`config.mk`:
```
export PLATFORM = sky130hd
export DESIGN_NAME = modular_exponentiation
export DESIGN_NICKNAME = d
export VERILOG_FILES = /design/src/rtl/mexp_pkg.sv /design/src/rtl/modular_exponentiation.sv /design/src/rtl/mexp_modmul.sv
export SDC_FILE = /design/constraint.sdc
export NUM_CORES = 1
export LEC_CHECK = 0
export BUFFER_PORTS_ARGS = -buffer_cell sky130_fd_sc_hd__buf_2
export CORE_MARGIN = 1.5
export CORE_UTILIZATION = 60
export CTS_BUF_LIST = sky130_fd_sc_hd__clkbuf_8
export DETAILED_ROUTE_END_ITERATION = 12
export PLACE_DENSITY_LB_ADDON = 0.25
export SLEW_MARGIN = 0
export SYNTH_ARGS = -nofsm -noshare
export SYNTH_HDL_FRONTEND = slang
export SYNTH_SLANG_ARGS = --single-unit
```
`constraint.sdc`:
```
create_clock -name clk -period 10.8 [get_ports clk]
set_input_delay 0.54 -clock clk [delete_from_list [all_inputs] [get_ports clk]]
set_output_delay 0.54 -clock clk [all_outputs]
set_load 0.02 [all_outputs]
```
`src/rtl/mexp_pkg.sv`:
```
package mexp_pkg;

	// port widths are fixed by the item format
	localparam int unsigned DATA_W            = 64;
	localparam int unsigned OPERAND_WIDTH_DEF = 64;

	// configuration register map
	localparam int unsigned CFG_IDX_W    = 2;
	localparam logic [CFG_IDX_W-1:0] REG_MODULUS  = 2'd0;
	localparam logic [CFG_IDX_W-1:0] REG_EXPONENT = 2'd1;

	// handshake between sequencer and multiplier
	typedef struct packed {
		logic busy;
		logic done;
	} mul_stat_t;

endpackage

```
`src/rtl/modular_exponentiation.sv`:
```
// channel   dir  handshake                 payload
// config    in   cfg_write                 cfg_index, cfg_data (0 modulus, 1 exponent)
// input     in   in_valid / in_ready       base
// output    out  out_valid / out_ready     power
//
// One item first reduces the base (the multiplier starts in the accept cycle),
// then for each exponent bit up to the top set bit does one check, a multiply
// when the bit is set and a squaring, plus a last check and the hand-off; every
// product goes through the single shift-and-add modular multiplier.
// A modulus of zero skips the multiplier and finishes with power 0.
// Reset clears the key to modulus 1, exponent 1, and empties the output.
// in_ready is high only while the sequencer is idle; a result waiting on
// out_ready holds the sequencer in its final state but not the computation.
module modular_exponentiation #(
	parameter int unsigned OPERAND_WIDTH = mexp_pkg::OPERAND_WIDTH_DEF
) (
	input  logic                           clk,
	input  logic                           arst_n,
	input  logic                           cfg_write,
	input  logic [mexp_pkg::CFG_IDX_W-1:0] cfg_index,
	input  logic [mexp_pkg::DATA_W-1:0]    cfg_data,
	input  logic                           in_valid,
	output logic                           in_ready,
	input  logic [mexp_pkg::DATA_W-1:0]    base,
	output logic                           out_valid,
	input  logic                           out_ready,
	output logic [mexp_pkg::DATA_W-1:0]    power
);
	import mexp_pkg::*;

	localparam int unsigned W = OPERAND_WIDTH;

	// sequencer states
	localparam logic [2:0] ST_IDLE   = 3'd0;
	localparam logic [2:0] ST_REDUCE = 3'd1;  // base mod m
	localparam logic [2:0] ST_CHECK  = 3'd2;  // look at next exponent bit
	localparam logic [2:0] ST_MULACC = 3'd3;  // acc * b mod m
	localparam logic [2:0] ST_SQUARE = 3'd4;  // b * b mod m
	localparam logic [2:0] ST_DONE   = 3'd5;  // hand result to output reg

	logic [DATA_W-1:0] modulus_q;
	logic [DATA_W-1:0] exponent_q;
	logic [2:0]        state_q;
	logic [W-1:0]      acc_q;     // running result
	logic [W-1:0]      rb_q;      // running base power
	logic [W-1:0]      e_q;       // exponent bits still to go
	logic [W-1:0]      power_q;
	logic              out_valid_q;

	logic [W-1:0] mod_w;
	logic [W-1:0] one_w;          // 1 mod m
	logic         in_acc;
	logic         out_free;

	logic         mul_start;
	logic [W-1:0] mul_x;
	logic [W-1:0] mul_y;
	logic [W-1:0] mul_prod;
	mul_stat_t    mul_stat;

	assign mod_w    = modulus_q[W-1:0];
	assign one_w    = (mod_w == W'(1)) ? '0 : W'(1);
	assign in_ready = (state_q == ST_IDLE);
	assign in_acc   = in_valid && in_ready;
	assign out_free = !out_valid_q || out_ready;

	// config writes; the user must see that the key only changes while idle, the block does not enforce it
	always_ff @(posedge clk or negedge arst_n) begin
		if (!arst_n) begin
			modulus_q  <= DATA_W'(1);
			exponent_q <= DATA_W'(1);
		end else if (cfg_write) begin
			unique case (cfg_index)
				REG_MODULUS:  modulus_q  <= cfg_data;
				REG_EXPONENT: exponent_q <= cfg_data;
				default: ;
			endcase
		end
	end

	// operand select for the shared multiplier
	always_comb begin
		mul_start = 1'b0;
		mul_x     = rb_q;
		mul_y     = rb_q;
		unique case (state_q)
			ST_IDLE: begin
				// reduce the base: (1 mod m) * base, base taken bit by bit
				mul_start = in_acc && (mod_w != '0);
				mul_x     = one_w;
				mul_y     = base[W-1:0];
			end
			ST_CHECK: begin
				mul_start = (e_q != '0);
				if (e_q[0]) begin
					mul_x = acc_q;
				end
			end
			ST_MULACC: begin
				// square starts as soon as the multiply lands
				mul_start = mul_stat.done;
			end
			default: ;
		endcase
	end

	mexp_modmul #(
		.W(W)
	) u_modmul (
		.clk   (clk),
		.arst_n(arst_n),
		.start (mul_start),
		.x     (mul_x),
		.y     (mul_y),
		.m     (mod_w),
		.stat  (mul_stat),
		.prod  (mul_prod)
	);

	always_ff @(posedge clk or negedge arst_n) begin
		if (!arst_n) begin
			state_q     <= ST_IDLE;
			out_valid_q <= 1'b0;
		end else begin
			if (out_valid_q && out_ready) begin
				out_valid_q <= 1'b0;
			end
			unique case (state_q)
				ST_IDLE: begin
					if (in_acc) begin
						state_q <= (mod_w == '0) ? ST_DONE : ST_REDUCE;
					end
				end
				ST_REDUCE: begin
					if (mul_stat.done) begin
						state_q <= ST_CHECK;
					end
				end
				ST_CHECK: begin
					if (e_q == '0) begin
						state_q <= ST_DONE;
					end else if (e_q[0]) begin
						state_q <= ST_MULACC;
					end else begin
						state_q <= ST_SQUARE;
					end
				end
				ST_MULACC: begin
					if (mul_stat.done) begin
						state_q <= ST_SQUARE;
					end
				end
				ST_SQUARE: begin
					if (mul_stat.done) begin
						state_q <= ST_CHECK;
					end
				end
				ST_DONE: begin
					if (out_free) begin
						out_valid_q <= 1'b1;
						state_q     <= ST_IDLE;
					end
				end
				default: state_q <= ST_IDLE;
			endcase
		end
	end

	// datapath registers
	always_ff @(posedge clk) begin
		unique case (state_q)
			ST_IDLE: begin
				if (in_acc) begin
					acc_q <= '0;  // stays 0 for a zero modulus
					e_q   <= exponent_q[W-1:0];
				end
			end
			ST_REDUCE: begin
				if (mul_stat.done) begin
					rb_q  <= mul_prod;
					acc_q <= one_w;
				end
			end
			ST_MULACC: begin
				if (mul_stat.done) begin
					acc_q <= mul_prod;
				end
			end
			ST_SQUARE: begin
				if (mul_stat.done) begin
					rb_q <= mul_prod;
					e_q  <= e_q >> 1;
				end
			end
			ST_DONE: begin
				if (out_free) begin
					power_q <= acc_q;
				end
			end
			default: ;
		endcase
	end

	assign out_valid = out_valid_q;
	assign power     = DATA_W'(power_q);

`ifndef NO_ASSERTIONS
	a_start_idle: assert property (@(posedge clk) disable iff (!arst_n)
		mul_start |-> !mul_stat.busy)
		else $error("multiplier started while busy");
	a_done_in_mul_state: assert property (@(posedge clk) disable iff (!arst_n)
		mul_stat.done |-> (state_q == ST_REDUCE || state_q == ST_MULACC ||
		state_q == ST_SQUARE))
		else $error("multiplier finished outside a multiply state");
	a_operands_reduced: assert property (@(posedge clk) disable iff (!arst_n)
		(state_q == ST_CHECK) |-> (acc_q < mod_w) && (rb_q < mod_w))
		else $error("running values not reduced below modulus");
	a_done_loads_out: assert property (@(posedge clk) disable iff (!arst_n)
		(state_q == ST_DONE) && out_free |=> out_valid_q && (state_q == ST_IDLE))
		else $error("result not handed to output register");
`endif

endmodule

```
`src/rtl/mexp_modmul.sv`:
```
module mexp_modmul #(
	parameter int unsigned W = mexp_pkg::OPERAND_WIDTH_DEF
) (
	input  logic                 clk,
	input  logic                 arst_n,
	input  logic                 start,
	input  logic [W-1:0]         x,
	input  logic [W-1:0]         y,
	input  logic [W-1:0]         m,
	output mexp_pkg::mul_stat_t  stat,
	output logic [W-1:0]         prod
);
	import mexp_pkg::*;

	localparam int unsigned CNT_W = $clog2(W + 1);

	// (a + b) mod m for a, b < m; one carry bit kept
	function automatic logic [W-1:0] add_mod(input logic [W-1:0] a, input logic [W-1:0] b,
		input logic [W-1:0] md);
		logic [W:0] s;
		s = {1'b0, a} + {1'b0, b};
		if (s >= {1'b0, md}) begin
			s = s - {1'b0, md};
		end
		return s[W-1:0];
	endfunction

	logic [W-1:0]     acc_q;
	logic [W-1:0]     x_q;
	logic [W-1:0]     y_q;
	logic [CNT_W-1:0] cnt_q;
	logic             done_q;

	// LSB-first: conditional add into acc and doubling of x, both in the same cycle
	always_ff @(posedge clk or negedge arst_n) begin
		if (!arst_n) begin
			cnt_q  <= '0;
			done_q <= 1'b0;
		end else begin
			done_q <= 1'b0;
			if (start) begin
				cnt_q <= CNT_W'(W);
			end else if (cnt_q != '0) begin
				cnt_q  <= cnt_q - CNT_W'(1);
				done_q <= (cnt_q == CNT_W'(1));
			end
		end
	end

	always_ff @(posedge clk) begin
		if (start) begin
			acc_q <= '0;
			x_q   <= x;
			y_q   <= y;
		end else if (cnt_q != '0) begin
			if (y_q[0]) begin
				acc_q <= add_mod(acc_q, x_q, m);
			end
			x_q <= add_mod(x_q, x_q, m);
			y_q <= y_q >> 1;
		end
	end

	assign stat.busy = (cnt_q != '0);
	assign stat.done = done_q;
	assign prod      = acc_q;

`ifndef NO_ASSERTIONS
	a_start_runs: assert property (@(posedge clk) disable iff (!arst_n)
		start |=> (cnt_q == CNT_W'(W)) && !done_q)
		else $error("multiplier did not load its step count");
	a_prod_reduced: assert property (@(posedge clk) disable iff (!arst_n)
		done_q |-> (acc_q < m))
		else $error("product not reduced below modulus");
	a_done_stopped: assert property (@(posedge clk) disable iff (!arst_n)
		done_q |-> (cnt_q == '0))
		else $error("multiplier flagged done while still stepping");
`endif

endmodule
```
==> load_flow_metrics.sql <==
INSERT INTO impl_metrics (metric_group, metric, value, unit) VALUES
('floorplan', 'core_region_area', '60500', 'sq um'),
('logic_synthesis', 'ys_warn_count', '0', ''),
('floorplan', 'pin_count', '201', ''),
('sta', 'slew_viol_final', '0', ''),
('critical_path', 'crit-reg2reg-launch', 'u_modmul.x_q[0]', ''),
('critical_path', 'cp_cell_sequence', 'ha_1 -> fa_1 -> a211oi_1 -> o21a_1 -> nor4_4 -> nor3b_2 -> o21ai_0 -> nand2b_1 -> a21boi_2 -> o31ai_2 -> xor2_1 -> ha_1 -> nand4_1 -> nor4_1 -> nand4_1 -> nor4_1 -> nor3_1 -> o221ai_1 -> a211o_2 -> buf_4 -> nand2_1 -> nor3_1 -> a22o_1', ''),
('global_routing', 'gr-total-overflow', '0', ''),
('min_path', 'min_path_type', 'in -> reg', ''),
('sta', 'fin_tns_setup', '0', 'ns'),
('sta', 'worst_clock_skew_on_the_final_layout', '0.0549', 'ns'),
('logic_synthesis', 'async_reset_ff_share', '23.8', '%'),
('critical_path', 'setup.worst_path.class', 'reg -> reg', ''),
('logic_synthesis', 'synth_top_flop_cell', 'sky130_fd_sc_hd__edfxtp_1', ''),
('critical_path', 'timing.critical_path.arrival', '7.97', 'ns'),
('clock_network', 'cts-resized-gates', '0', ''),
('routing', 'finalWirelength', '113000', 'microns'),
('clock_network', 'clock_tree.htree_level_count', '3', ''),
('critical_path', 'rr_endpoint', 'u_modmul.prod[58]', ''),
('critical_path', 'slowest_stage', 'sky130_fd_sc_hd__buf_4', ''),
('sta', 'fin_hold_ws', '0.0394', 'ns'),
('global_routing', 'grt_pass1_wl', '169000', 'microns'),
('sta', 'final.period_utilization', '67.6', '%'),
('floorplan', 'fp.dieArea', '62800', 'sq um'),
('logic_synthesis', 'nets_in_the_synthesized_netlist', '4118', ''),
('routing', 'avgViaCountPerCell', '6.47', ''),
('logic_synthesis', 'synth_top_area_share', '31.3', '%'),
('logic_synthesis', 'syn_area_per_cell', '9.72', 'sq um'),
('sta', 'finalSetupViolCount', '0', ''),
('finish', 'share_of_final_layout_standard_cells_stronger_than_drive_strength_1', '14.0', '%'),
('sta', 'grt_setup_unrepaired', 'no', ''),
('sta', 'slew_headroom', '32.3', '%'),
('global_routing', 'antenna_found_initial', '4', ''),
('floorplan', 'floorplan.rows', '90', ''),
('flow_run', 'maxCapViolCount', '0', ''),
('global_routing', 'grtUsageTotal', '35.4', '%'),
('sta', 'tightest_slew', '1.01', 'ns'),
('sta', 'timing_hold_violations_final', '0', ''),
('clock_network', 'clk_path_buf_depth', '3', ''),
('clock_network', 'tritoncts', 'yes', ''),
('clock_network', 'clock_sink_total', '588', ''),
('logic_synthesis', 'ys_seq_elements', '588', ''),
('place', 'numPortBuffers', '200', ''),
('run_status', 'outcome', 'finished clean', ''),
('routing', 'ant_nets', '0', ''),
('min_path', 'worstHoldStart', 'cfg_data[53]', ''),
('critical_path', 'crit_path_max_fanout', '65', ''),
('clock_network', 'path_clk_slew', '0.07', 'ns'),
('clock_network', 'cts-buffers-inserted', '97', ''),
('routing', 'number_of_drc_violations_after_detailed_routing_iteration_0', '3515', ''),
('finish', 'areaGrowthSynthToFinish', '9.18', '%'),
('finish', 'post-route-cell-area', '40200', 'sq um'),
('logic_synthesis', 'syn-instance-count', '3785', ''),
('min_path', 'timing.hold.worst_endpoint', 'mod_w[53]', ''),
('critical_path', 'startpoint_type', 'register', ''),
('logic_synthesis', 'synth.cell_area', '36800', 'sq um'),
('logic_synthesis', 'yosysSeqAreaShare', '44.3', '%'),
('floorplan', 'fp.dieH', '251', 'microns'),
('floorplan', 'die_w', '251', 'microns'),
('global_routing', 'grt_pass1_vias', '28534', ''),
('critical_path', 'reg2reg_setup_slack', '3.50', 'ns'),
('routing', 'vias', '30731', ''),
('routing', 'route.detailed.drc', '0', ''),
('critical_path', 'cpLargestDelayFamily', 'simple AND/OR/NAND/NOR gates', ''),
('critical_path', 'rr_worst_depth', '23', ''),
('min_path', 'hold_path_depth', '3', ''),
('critical_path', 'end_kind', 'register', ''),
('logic_synthesis', 'synth.cells.most_frequent', '384 x sky130_fd_sc_hd__edfxtp_1, 384 x sky130_fd_sc_hd__nand2_1, 343 x sky130_fd_sc_hd__o21ai_0', ''),
('logic_synthesis', 'synth.top_cells.by_area', 'sky130_fd_sc_hd__edfxtp_1 31%, sky130_fd_sc_hd__dfrtp_1 9.4%, sky130_fd_sc_hd__ha_1 6.6%', ''),
('clock_network', 'clk-insertion-delay-late', '0.75', 'ns'),
('logic_synthesis', 'yosys.area.top_type', 'sky130_fd_sc_hd__edfxtp_1', ''),
('routing', 'drt-pass1-iter-count', '5', '');
cell families (layout without fill, tap and decap cells):
| group | Yosys count | count (layout) | share of synthesized area, % |
|---|---|---|---|
| flip-flops | 588 | 588 | 44.3 |
| XOR/XNOR | 176 | 176 | 4.21 |
| AO/OA/AOI/OAI | 1161 | 1161 | 20.1 |
| multiplexers | 226 | 226 | 6.58 |
| other | 0 | 2 | 0 |
| adder cells (fa/ha/maj) | 198 | 198 | 6.79 |
| buffers and inverters | 399 | 581 | 4.49 |
| AND/OR/NAND/NOR | 1037 | 1037 | 13.5 |
tightest hold or removal path, cell delays in order:
cell and delay, ns:
sky130_fd_sc_hd__buf_2 0.09, sky130_fd_sc_hd__nand2_1 0.05, sky130_fd_sc_hd__o21ai_0 0.06
placed cells by master, fill, tap and decap left out, drive strengths merged, types with 25 or more instances in the layout:
master	synthesis	final
dfrtp	138	138
a21o	90	90
and2	80	80
o211ai	26	26
a21oi	328	328
a221oi	70	70
clkbuf	167	103
mux2	128	128
xnor2	104	104
ha	195	195
a31oi	38	38
xor2	72	72
o21a	33	33
mux2i	98	98
dfxtp	64	64
nor3	43	43
a211oi	39	39
nand3	105	105
clkinv	0	25
o21bai	37	37
nor2	195	195
nand4	56	56
o21ai	357	357
nor4	48	48
edfxtp	384	384
nand2	385	385
inv	175	210
buf	57	228
state kept, by name, indices dropped and copies added, names as in the netlist:
name             cells
u_modmul.x_q        64
out_valid            1
u_modmul.y_q        64
mod_w               64
exponent_q          64
rb_q                64
e_q                 64
u_modmul.done_q      1
acc_q               64
u_modmul.prod       64
power               64
state_q              3
u_modmul.cnt_q       7
metrics by stage:
step	util, %	cells	setup slack, ns
2_1_floorplan	-	3785	4.71
3_3_place_gp	63.0	4571	3.79
3_5_place_dp	63.0	4571	3.73
4_1_cts	66.4	4749	3.67
5_1_grt	66.5	4750	3.14
6_report	66.5	4751	3.50
final cells by class:
type	count	area, sq um
Sequential cell	588	16300
Clock inverter	74	638
Timing Repair Buffer	229	1240
Inverter	175	659
Clock buffer	103	1420
Antenna cell	2	5.00
Tap cell	782	978
Multi-Input combinational cell	2798	18900
Fill cell	4888	20300
worst max path at each step:
stage / to / cells past startpoint / slack [ns] / start
2_1_floorplan: rb_q[0] / 3 / 4.71 / state_q[1]
3_3_place_gp: u_modmul.prod[58] / 23 / 3.79 / u_modmul.x_q[0]
3_5_place_dp: u_modmul.prod[58] / 23 / 3.73 / u_modmul.x_q[0]
4_1_cts: u_modmul.prod[58] / 23 / 3.67 / u_modmul.x_q[0]
5_1_grt: u_modmul.prod[58] / 23 / 3.14 / u_modmul.x_q[0]
6_report: u_modmul.prod[58] / 23 / 3.50 / u_modmul.x_q[0]
routing by layer:
layer | vias up | global-route usage, % | wire length [microns]
li1 | 14254 | - | -
met2 | 1533 | 50.2 | 46700
met4 | 2 | 10.1 | 3100
met1 | 14765 | 54.7 | 50700
met5 | - | 0 | 13
met3 | 177 | 6.83 | 12300
timing repair:
action / CTS / global route
hold endpoints to repair: 25 / 0
hold buffers: 1 / 0
setup buffers: 0 / 0
Power is left out: the tool's default activity adds up to more than one toggle a clock period on the data nets, which glitch-free logic cannot reach.
